`src/rtl/cro_pkg.sv`:
```
// ============================================================================
// cro_pkg
// Shared types, widths and helpers for the circle ring overlay pipeline.
// ============================================================================
`default_nettype none

package cro_pkg;

  localparam int COORD_BITS  = 12;
  localparam int RADIUS_BITS = 10;

  localparam int THICK_W   = 9;
  localparam int COLOR_W   = 32;
  localparam int PIX_W     = 32;
  localparam int MODE_W    = 2;
  localparam int CFG_IDX_W = 3;
  localparam int CFG_DAT_W = 32;

  localparam int CTR_W  = COORD_BITS + 2;
  localparam int DIM_W  = COORD_BITS + 1;
  localparam int DX_W   = COORD_BITS + 3;
  localparam int ABS_W  = COORD_BITS + 2;
  localparam int SQ_W   = 2 * ABS_W;
  localparam int D_W    = SQ_W + 1;
  localparam int D4_W   = D_W + 2;
  localparam int HI_W   = ((RADIUS_BITS + 1 > THICK_W) ? RADIUS_BITS + 1 : THICK_W) + 2;
  localparam int HSQ_W  = 2 * (HI_W - 1);
  localparam int RSQ_W  = 2 * RADIUS_BITS;
  localparam int CMP_W  = (D4_W > HSQ_W) ? D4_W : HSQ_W;
  localparam int BOX_W  = (ABS_W > RADIUS_BITS) ? ABS_W : RADIUS_BITS;

  typedef enum logic [CFG_IDX_W-1:0] {
    REG_CENTER_X       = 3'd0,
    REG_CENTER_Y       = 3'd1,
    REG_CIRCLE_RADIUS  = 3'd2,
    REG_RING_THICKNESS = 3'd3,
    REG_DRAW_COLOR     = 3'd4,
    REG_CHANNEL_MODE   = 3'd5,
    REG_IMAGE_WIDTH    = 3'd6,
    REG_IMAGE_HEIGHT   = 3'd7
  } cfg_reg_t;

  localparam logic [MODE_W-1:0] MODE_ONE   = 2'd0;
  localparam logic [MODE_W-1:0] MODE_THREE = 2'd1;

  localparam logic signed [THICK_W-1:0] THICK_FILLED = -9'sd1;

  typedef struct packed {
    logic [COORD_BITS-1:0] pixel_x;
    logic [COORD_BITS-1:0] pixel_y;
    logic [PIX_W-1:0]      pixel_in;
  } in_t;

  typedef struct packed {
    logic [PIX_W-1:0] pixel_out;
    logic             painted;
  } out_t;

  typedef struct packed {
    logic signed [CTR_W-1:0] center_x;
    logic signed [CTR_W-1:0] center_y;
    logic [RADIUS_BITS-1:0]  radius;
    logic [COLOR_W-1:0]      color;
    logic [MODE_W-1:0]       mode;
    logic [DIM_W-1:0]        width;
    logic [DIM_W-1:0]        height;
    logic                    filled;
    logic                    hi_pos;
    logic                    lo_pos;
    logic [HSQ_W-1:0]        hi_sq;
    logic [HSQ_W-1:0]        lo_sq;
    logic [RSQ_W-1:0]        r_sq;
  } cfg_t;

  function automatic logic [PIX_W-1:0] chan_mask(input logic [MODE_W-1:0] mode);
    logic [PIX_W-1:0] m;
    m = '1;
    if (mode == MODE_ONE) begin
      m = 32'h0000_00FF;
    end else if (mode == MODE_THREE) begin
      m = 32'h00FF_FFFF;
    end
    return m;
  endfunction

endpackage

`default_nettype wire

```
`src/rtl/cro_cfg.sv`:
```
// ============================================================================
// cro_cfg
// Configuration registers and the shape constants derived from them.
// ============================================================================
`default_nettype none

module cro_cfg (
  input  wire logic                            clk,
  input  wire logic                            rst_n,
  input  wire logic                            cfg_we,
  input  wire logic [cro_pkg::CFG_IDX_W-1:0]   cfg_index,
  input  wire logic [cro_pkg::CFG_DAT_W-1:0]   cfg_wdata,
  output cro_pkg::cfg_t                        cfg
);

  logic signed [cro_pkg::CTR_W-1:0]   center_x_r;
  logic signed [cro_pkg::CTR_W-1:0]   center_y_r;
  logic [cro_pkg::RADIUS_BITS-1:0]    radius_r;
  logic signed [cro_pkg::THICK_W-1:0] thick_r;
  logic [cro_pkg::COLOR_W-1:0]        color_r;
  logic [cro_pkg::MODE_W-1:0]         mode_r;
  logic [cro_pkg::DIM_W-1:0]          width_r;
  logic [cro_pkg::DIM_W-1:0]          height_r;

  logic signed [cro_pkg::HI_W-1:0]    two_r;
  logic signed [cro_pkg::HI_W-1:0]    thick_ext;
  logic signed [cro_pkg::HI_W-1:0]    hi_nxt;
  logic signed [cro_pkg::HI_W-1:0]    lo_nxt;
  logic signed [cro_pkg::HI_W-1:0]    hi_r;
  logic signed [cro_pkg::HI_W-1:0]    lo_r;
  logic                               filled_r;
  logic [cro_pkg::HI_W-2:0]           hi_mag;
  logic [cro_pkg::HI_W-2:0]           lo_mag;
  logic [cro_pkg::HSQ_W-1:0]          hi_sq_r;
  logic [cro_pkg::HSQ_W-1:0]          lo_sq_r;
  logic [cro_pkg::RSQ_W-1:0]          r_sq_r;
  logic                               hi_pos_r;
  logic                               lo_pos_r;

  always_ff @(posedge clk) begin
    if (!rst_n) begin
      center_x_r <= '0;
      center_y_r <= '0;
      radius_r   <= '0;
      thick_r    <= cro_pkg::THICK_W'(1);
      color_r    <= '0;
      mode_r     <= cro_pkg::MODE_ONE;
      width_r    <= cro_pkg::DIM_W'(1) << cro_pkg::COORD_BITS;
      height_r   <= cro_pkg::DIM_W'(1) << cro_pkg::COORD_BITS;
    end else if (cfg_we) begin
      unique case (cro_pkg::cfg_reg_t'(cfg_index))
        cro_pkg::REG_CENTER_X:       center_x_r <= $signed(cfg_wdata[cro_pkg::CTR_W-1:0]);
        cro_pkg::REG_CENTER_Y:       center_y_r <= $signed(cfg_wdata[cro_pkg::CTR_W-1:0]);
        cro_pkg::REG_CIRCLE_RADIUS:  radius_r   <= cfg_wdata[cro_pkg::RADIUS_BITS-1:0];
        cro_pkg::REG_RING_THICKNESS: thick_r    <= $signed(cfg_wdata[cro_pkg::THICK_W-1:0]);
        cro_pkg::REG_DRAW_COLOR:     color_r    <= cfg_wdata[cro_pkg::COLOR_W-1:0];
        cro_pkg::REG_CHANNEL_MODE:   mode_r     <= cfg_wdata[cro_pkg::MODE_W-1:0];
        cro_pkg::REG_IMAGE_WIDTH:    width_r    <= cfg_wdata[cro_pkg::DIM_W-1:0];
        cro_pkg::REG_IMAGE_HEIGHT:   height_r   <= cfg_wdata[cro_pkg::DIM_W-1:0];
      endcase
    end
  end

  always_comb begin
    two_r     = $signed(cro_pkg::HI_W'({radius_r, 1'b0}));
    thick_ext = cro_pkg::HI_W'(thick_r);
    hi_nxt    = two_r + thick_ext;
    lo_nxt    = two_r - thick_ext;
    hi_mag    = hi_r[cro_pkg::HI_W-2:0];
    lo_mag    = lo_r[cro_pkg::HI_W-2:0];
  end

  always_ff @(posedge clk) begin
    if (!rst_n) begin
      hi_r     <= cro_pkg::HI_W'(1);
      lo_r     <= -cro_pkg::HI_W'(1);
      filled_r <= 1'b0;
      hi_sq_r  <= cro_pkg::HSQ_W'(1);
      lo_sq_r  <= cro_pkg::HSQ_W'(1);
      r_sq_r   <= '0;
      hi_pos_r <= 1'b1;
      lo_pos_r <= 1'b0;
    end else begin
      hi_r     <= hi_nxt;
      lo_r     <= lo_nxt;
      filled_r <= (thick_r == cro_pkg::THICK_FILLED);
      hi_sq_r  <= cro_pkg::HSQ_W'(hi_mag) * cro_pkg::HSQ_W'(hi_mag);
      lo_sq_r  <= cro_pkg::HSQ_W'(lo_mag) * cro_pkg::HSQ_W'(lo_mag);
      r_sq_r   <= cro_pkg::RSQ_W'(radius_r) * cro_pkg::RSQ_W'(radius_r);
      hi_pos_r <= !hi_r[cro_pkg::HI_W-1] && (hi_r != '0);
      lo_pos_r <= !lo_r[cro_pkg::HI_W-1] && (lo_r != '0);
    end
  end

  always_comb begin
    cfg.center_x = center_x_r;
    cfg.center_y = center_y_r;
    cfg.radius   = radius_r;
    cfg.color    = color_r;
    cfg.mode     = mode_r;
    cfg.width    = width_r;
    cfg.height   = height_r;
    cfg.filled   = filled_r;
    cfg.hi_pos   = hi_pos_r;
    cfg.lo_pos   = lo_pos_r;
    cfg.hi_sq    = hi_sq_r;
    cfg.lo_sq    = lo_sq_r;
    cfg.r_sq     = r_sq_r;
  end

endmodule

`default_nettype wire

```
`src/rtl/cro_pipe.sv`:
```
// ============================================================================
// cro_pipe
// Five-stage pixel pipeline: offset, magnitude, square, sum, test and merge.
// ============================================================================
`default_nettype none

module cro_pipe (
  input  wire logic          clk,
  input  wire logic          rst_n,
  input  wire logic          in_valid,
  input  wire cro_pkg::in_t  in_data,
  input  wire cro_pkg::cfg_t cfg,
  output logic               out_valid,
  output cro_pkg::out_t      out_data
);

  // stage 1: offsets from center, image bounds
  logic                             v1_r;
  logic signed [cro_pkg::DX_W-1:0]  dx1_r, dx1_nxt;
  logic signed [cro_pkg::DX_W-1:0]  dy1_r, dy1_nxt;
  logic                             in1_r, in1_nxt;
  logic [cro_pkg::PIX_W-1:0]        pix1_r;

  // stage 2: magnitudes, box test
  logic                             v2_r;
  logic [cro_pkg::ABS_W-1:0]        ax2_r, ax2_nxt;
  logic [cro_pkg::ABS_W-1:0]        ay2_r, ay2_nxt;
  logic                             box2_r, box2_nxt;
  logic                             in2_r;
  logic [cro_pkg::PIX_W-1:0]        pix2_r;

  // stage 3: squares
  logic                             v3_r;
  logic [cro_pkg::SQ_W-1:0]         sx3_r;
  logic [cro_pkg::SQ_W-1:0]         sy3_r;
  logic                             box3_r;
  logic                             in3_r;
  logic [cro_pkg::PIX_W-1:0]        pix3_r;

  // stage 4: squared distance
  logic                             v4_r;
  logic [cro_pkg::D_W-1:0]          d4_r;
  logic                             box4_r;
  logic                             in4_r;
  logic [cro_pkg::PIX_W-1:0]        pix4_r;

  // stage 5: shape test and merge
  logic                             v5_r;
  cro_pkg::out_t                    out5_r, out5_nxt;

  logic [cro_pkg::CMP_W-1:0]        d4x4;
  logic [cro_pkg::CMP_W-1:0]        d_ext;
  logic                             ring_hit;
  logic                             fill_hit;
  logic                             hit;
  logic [cro_pkg::PIX_W-1:0]        mask;

  always_comb begin
    dx1_nxt = $signed(cro_pkg::DX_W'(in_data.pixel_x)) - cro_pkg::DX_W'(cfg.center_x);
    dy1_nxt = $signed(cro_pkg::DX_W'(in_data.pixel_y)) - cro_pkg::DX_W'(cfg.center_y);
    in1_nxt = (cro_pkg::DIM_W'(in_data.pixel_x) < cfg.width) &&
              (cro_pkg::DIM_W'(in_data.pixel_y) < cfg.height);
  end

  always_comb begin
    ax2_nxt  = dx1_r[cro_pkg::DX_W-1] ? cro_pkg::ABS_W'(-dx1_r) : cro_pkg::ABS_W'(dx1_r);
    ay2_nxt  = dy1_r[cro_pkg::DX_W-1] ? cro_pkg::ABS_W'(-dy1_r) : cro_pkg::ABS_W'(dy1_r);
    box2_nxt = (cro_pkg::BOX_W'(ax2_nxt) < cro_pkg::BOX_W'(cfg.radius)) &&
               (cro_pkg::BOX_W'(ay2_nxt) < cro_pkg::BOX_W'(cfg.radius));
  end

  always_comb begin
    d4x4     = cro_pkg::CMP_W'({d4_r, 2'b00});
    d_ext    = cro_pkg::CMP_W'(d4_r);
    ring_hit = cfg.hi_pos && (d4x4 < cro_pkg::CMP_W'(cfg.hi_sq)) &&
               (!cfg.lo_pos || (cro_pkg::CMP_W'(cfg.lo_sq) <= d4x4));
    fill_hit = box4_r && (d_ext <= cro_pkg::CMP_W'(cfg.r_sq));
    hit      = in4_r && (cfg.filled ? fill_hit : ring_hit);
    mask     = cro_pkg::chan_mask(cfg.mode);
    out5_nxt.pixel_out = hit ? ((pix4_r & ~mask) | (cfg.color & mask)) : pix4_r;
    out5_nxt.painted   = hit;
  end

  always_ff @(posedge clk) begin
    if (!rst_n) begin
      v1_r <= 1'b0;
      v2_r <= 1'b0;
      v3_r <= 1'b0;
      v4_r <= 1'b0;
      v5_r <= 1'b0;
    end else begin
      v1_r <= in_valid;
      v2_r <= v1_r;
      v3_r <= v2_r;
      v4_r <= v3_r;
      v5_r <= v4_r;
    end
  end

  always_ff @(posedge clk) begin
    dx1_r  <= dx1_nxt;
    dy1_r  <= dy1_nxt;
    in1_r  <= in1_nxt;
    pix1_r <= in_data.pixel_in;

    ax2_r  <= ax2_nxt;
    ay2_r  <= ay2_nxt;
    box2_r <= box2_nxt;
    in2_r  <= in1_r;
    pix2_r <= pix1_r;

    sx3_r  <= cro_pkg::SQ_W'(ax2_r) * cro_pkg::SQ_W'(ax2_r);
    sy3_r  <= cro_pkg::SQ_W'(ay2_r) * cro_pkg::SQ_W'(ay2_r);
    box3_r <= box2_r;
    in3_r  <= in2_r;
    pix3_r <= pix2_r;

    d4_r   <= cro_pkg::D_W'(sx3_r) + cro_pkg::D_W'(sy3_r);
    box4_r <= box3_r;
    in4_r  <= in3_r;
    pix4_r <= pix3_r;

    out5_r <= out5_nxt;
  end

  assign out_valid = v5_r;
  assign out_data  = out5_r;

endmodule

`default_nettype wire

```
`src/rtl/circle_ring_overlay.sv`:
```
// ============================================================================
// circle_ring_overlay
// Per-pixel overlay of a filled disc or ring onto a pixel stream.
//
//   channel   ports                          handshake
//   input     start, busy, in_data           taken when start && !busy
//   result    out_valid, out_data            one-cycle strobe, no back-pressure
//   config    cfg_we, cfg_index, cfg_wdata   written when cfg_we
//
// One pixel per cycle; busy is always low. A result leaves the five-stage test
// pipeline (offset, magnitude, square, sum, compare) after its pixel is taken.
// Derived shape constants (ring bounds, then their squares) are registered
// behind the config registers. Synchronous reset clears the pipeline valids
// and loads the register defaults. The receiver cannot stall; nothing is ever held.
// ============================================================================
`default_nettype none

module circle_ring_overlay (
  input  wire logic                          clk,
  input  wire logic                          rst_n,
  input  wire logic                          start,
  output logic                               busy,
  input  wire cro_pkg::in_t                  in_data,
  output logic                               out_valid,
  output cro_pkg::out_t                      out_data,
  input  wire logic                          cfg_we,
  input  wire logic [cro_pkg::CFG_IDX_W-1:0] cfg_index,
  input  wire logic [cro_pkg::CFG_DAT_W-1:0] cfg_wdata
);

  cro_pkg::cfg_t cfg;
  logic          in_valid;

  assign busy     = 1'b0;
  assign in_valid = start && !busy;

  cro_cfg u_cfg (
    .clk       (clk),
    .rst_n     (rst_n),
    .cfg_we    (cfg_we),
    .cfg_index (cfg_index),
    .cfg_wdata (cfg_wdata),
    .cfg       (cfg)
  );

  cro_pipe u_pipe (
    .clk       (clk),
    .rst_n     (rst_n),
    .in_valid  (in_valid),
    .in_data   (in_data),
    .cfg       (cfg),
    .out_valid (out_valid),
    .out_data  (out_data)
  );

endmodule

`default_nettype wire
```
`config.mk`:
```
export PLATFORM = sky130hd
export DESIGN_NAME = circle_ring_overlay
export DESIGN_NICKNAME = d
export VERILOG_FILES = /design/src/rtl/cro_pkg.sv /design/src/rtl/cro_cfg.sv /design/src/rtl/cro_pipe.sv /design/src/rtl/circle_ring_overlay.sv
export SDC_FILE = /design/constraint.sdc
export NUM_CORES = 2
export LEC_CHECK = 0
export ABC_AREA = 1
export BUFFER_PORTS_ARGS = -buffer_cell sky130_fd_sc_hd__buf_2
export CAP_MARGIN = 20
export CORE_ASPECT_RATIO = 0.6
export CORE_MARGIN = 8
export CORE_UTILIZATION = 60
export CTS_BUF_LIST = sky130_fd_sc_hd__clkbuf_4 sky130_fd_sc_hd__clkbuf_8 sky130_fd_sc_hd__clkbuf_16
export DETAILED_ROUTE_END_ITERATION = 10
export PLACE_DENSITY = 0.74
export SLEW_MARGIN = 20
export SYNTH_ARGS = -nofsm -noshare
export SYNTH_HDL_FRONTEND = slang
export SYNTH_SLANG_ARGS = --single-unit
```
`constraint.sdc`:
```
create_clock -name clk -period 8 [get_ports clk]
set_input_delay 2.4 -clock clk [delete_from_list [all_inputs] [get_ports clk]]
set_output_delay 2.4 -clock clk [all_outputs]
set_load 0.03 [all_outputs]
```
==> results.json <==
{
  "skew_ps": 49.7,
  "required_ps": 8560,
  "synthArstFlopShare_pct": 0,
  "critical_path_class": "flip-flop to flip-flop",
  "place.port_buffers": 128,
  "die_x_um": 359,
  "synth-xor-area-share_pct": 3.42,
  "fill_cells": 5953,
  "core_area_um2": 69800,
  "hold_viol": 0,
  "hold_start": "u_pipe.box3_r$_DFF_P_",
  "area_growth_pct": 7.35,
  "slowest_stage": "dfxtp_1",
  "chipHeight_um": 222,
  "cts_root_buf": "clkbuf_16",
  "synth_largest_area_cell": "dfxtp_1",
  "yosysSeqAreaShare_pct": 24.3,
  "fin_nets": 6275,
  "ios": 130,
  "multi_input_area_um2": 27000,
  "synth_top_family_by_area": "adder cells",
  "post-route-period-util_pct": 76.2,
  "syn_area_per_cell_um2": 8.19,
  "final_common_cell": "inv_1",
  "tns_ps": 0,
  "wl_mm": 107,
  "setup_viol_count_final": 0,
  "crit_path_max_incr_delay_ps": 730,
  "worstMarginPinSlew_ps": 1050,
  "dieArea_um2": 79500,
  "max_freq_ghz": 0.164,
  "dpl-instance-area_um2": 43600,
  "synthSimpleGateAreaFrac_pct": 14.0,
  "grt_pass1_vias": 31700,
  "r2r_start": "u_pipe.ax2_r[5]$_DFF_P_",
  "fin_crit_ps": 6100,
  "synth_area_um2": 42300,
  "synth_top_area_share_pct": 24.3,
  "drv_slew": 0,
  "postCtsSetupRepairBufs": 0,
  "grt-ovfl-total": 0,
  "synth_fa_ha_area_share_pct": 36.3,
  "synthFlopType": "dfxtp_1",
  "yosys-mux-area-fraction_pct": 0.746,
  "clk_pin_slew_ps": 70,
  "htreeDepth": 2,
  "cts_tree": "done",
  "cp_common_cell": "inv_1",
  "wl_per_cell_um": 17.3,
  "numCtsBuffers": 48,
  "vias_per_cell": 5.32,
  "cap_violations": 0,
  "end_kind": "flip-flop",
  "maxSlewHeadroom_pct": 30.0,
  "seq_area_um2": 10300,
  "crit_start": "u_pipe.ax2_r[5]$_DFF_P_",
  "synth_area_leaders": "dfxtp_1, fa_1, ha_1",
  "hold_path.class": "flip-flop to flip-flop",
  "hold_buffers": 0,
  "drtIter0Drc": 3045,
  "layout_common_cells": "inv_1, nand2_1, ha_1, dfxtp_1, fa_1",
  "cts_resized": 0,
  "drc": 0,
  "drt-pass1-iter-count": 6,
  "critPathLaunchType": "flip-flop",
  "num_rows": 75,
  "grt_start_max_net_pins": 111,
  "crit_arrival_ps": 6660,
  "antenna_found_initial": 3,
  "synth_compound_area_share_pct": 9.50,
  "cts_buffer_depth": 3,
  "gp_congestion": 0.950,
  "grt_first_pass_wirelength_mm": 172,
  "start_util_pct": 60.5,
  "clk-insertion-delay-late_ps": 630,
  "grt.total_usage_pct": 26.7,
  "cts.sinks": 513,
  "vias": 32900,
  "ys_types": 50,
  "path_max_fanout": 15,
  "ys_ff_latch": 513,
  "ant_nets": 0,
  "synth-edff-count": 0,
  "status": "finished clean",
  "synth_warnings": 0,
  "rsz0062_at_grt": "false",
  "drive_above_1_share_pct": 5.46,
  "fin_area_um2": 45400,
  "dp.final_hpwl_mm": 86.3,
  "syn_nets": 6217,
  "syn_inst": 5159
}
registers in the layout, summed over array words and instances (netlist names), 13 cells and up:
| signal | cells |
|---|---|
| u_pipe.out_data | 33 |
| u_pipe.sy3_r | 27 |
| u_pipe.pix2_r | 32 |
| u_cfg.color_r | 32 |
| u_cfg.width_r | 13 |
| u_cfg.lo_r | 13 |
| u_cfg.center_y_r | 14 |
| u_cfg.height_r | 13 |
| u_cfg.center_x_r | 14 |
| u_pipe.dy1_r | 15 |
| u_pipe.pix1_r | 32 |
| u_pipe.pix3_r | 32 |
| u_pipe.ay2_r | 14 |
| u_pipe.dx1_r | 15 |
| u_pipe.pix4_r | 32 |
| u_cfg.lo_sq_r | 23 |
| u_pipe.d4_r | 29 |
| u_pipe.sx3_r | 27 |
| u_cfg.r_sq_r | 19 |
| u_cfg.hi_sq_r | 22 |
| u_pipe.ax2_r | 14 |
path summary, 6_finish.rpt:
| path | endpoint | cells after the start | slack, ps |
|---|---|---|---|
| worst max-delay path | u_pipe.sx3_r[27]$_DFF_P_ | 26 | 1900 |
| worst min-delay path | u_pipe.box4_r$_DFF_P_ | 0 | 310 |
| worst max register to register | u_pipe.sx3_r[27]$_DFF_P_ | 26 | 1900 |
| worst min register to register | u_pipe.box4_r$_DFF_P_ | 0 | 310 |
metrics by stage:
stage / instances / setup WS [ps] / util, % / hold slack, ps
6_report: 6182 / 1900 / 65.0 / 310
5_1_grt: 6182 / 1570 / 65.0 / 330
4_1_cts: 6181 / 1960 / 65.0 / 312
3_5_place_dp: 6091 / 2010 / 62.5 / 312
3_3_place_gp: 6091 / 2050 / 62.5 / 310
2_1_floorplan: 5159 / 2590 / - / 310
critical path, delay by kind of cell (launching register included):
kind / cells / cell delay (ps)
buffers and inverters: 8 / 460
AND/OR/NAND/NOR: 8 / 1160
flip-flops: 1 / 730
XOR/XNOR: 2 / 350
AO/OA/AOI/OAI: 1 / 100
adder cells (fa/ha/maj): 7 / 3180
metal layers:
metal	share of wire [%]	up-vias	GRT usage, %	wire length, um
met1	50	15400	43.2	53700
met5	0.011	-	0	12
li1	-	16100	-	-
met4	0.98	2	3.40	1050
met2	38	1282	35.7	40600
met3	11	93	7.30	11700
cells in the mapped netlist, drive strengths merged (4+ instances only):
master / n
a211oi: 4
a21boi: 8
a21o: 42
a21oi: 324
a221oi: 8
a31o: 4
a31oi: 25
and2: 5
buf: 18
clkbuf: 114
dfxtp: 513
fa: 436
ha: 527
inv: 1181
mux2: 28
nand2: 889
nand3: 106
nand3b: 4
nand4: 61
nor2: 317
nor3: 35
nor4: 21
o2111ai: 5
o211ai: 7
o21a: 17
o21ai: 252
o21bai: 22
o31ai: 5
or2: 9
xnor2: 54
xor2: 111
cell type report:
class | count | share of cell area, %
clock buffer | 63 | 3.01
antenna | 1 | 0.00552
clock inverter | 27 | 0.847
timing repair buffer | 140 | 1.62
sequential | 513 | 22.6
tap | 924 | 2.55
multi-input combinational | 3333 | 59.6
inverter | 1181 | 9.77
kinds of logic after synthesis:
group / after synthesis
mux: 28
compound gates: 726
other cells: 1
buf+inv: 1313
flops: 513
fa+ha+maj: 963
xor+xnor: 165
simple gates: 1450
Power is left out: the tool's default activity adds up to more than one toggle a clock period on the data nets, which glitch-free logic cannot reach.
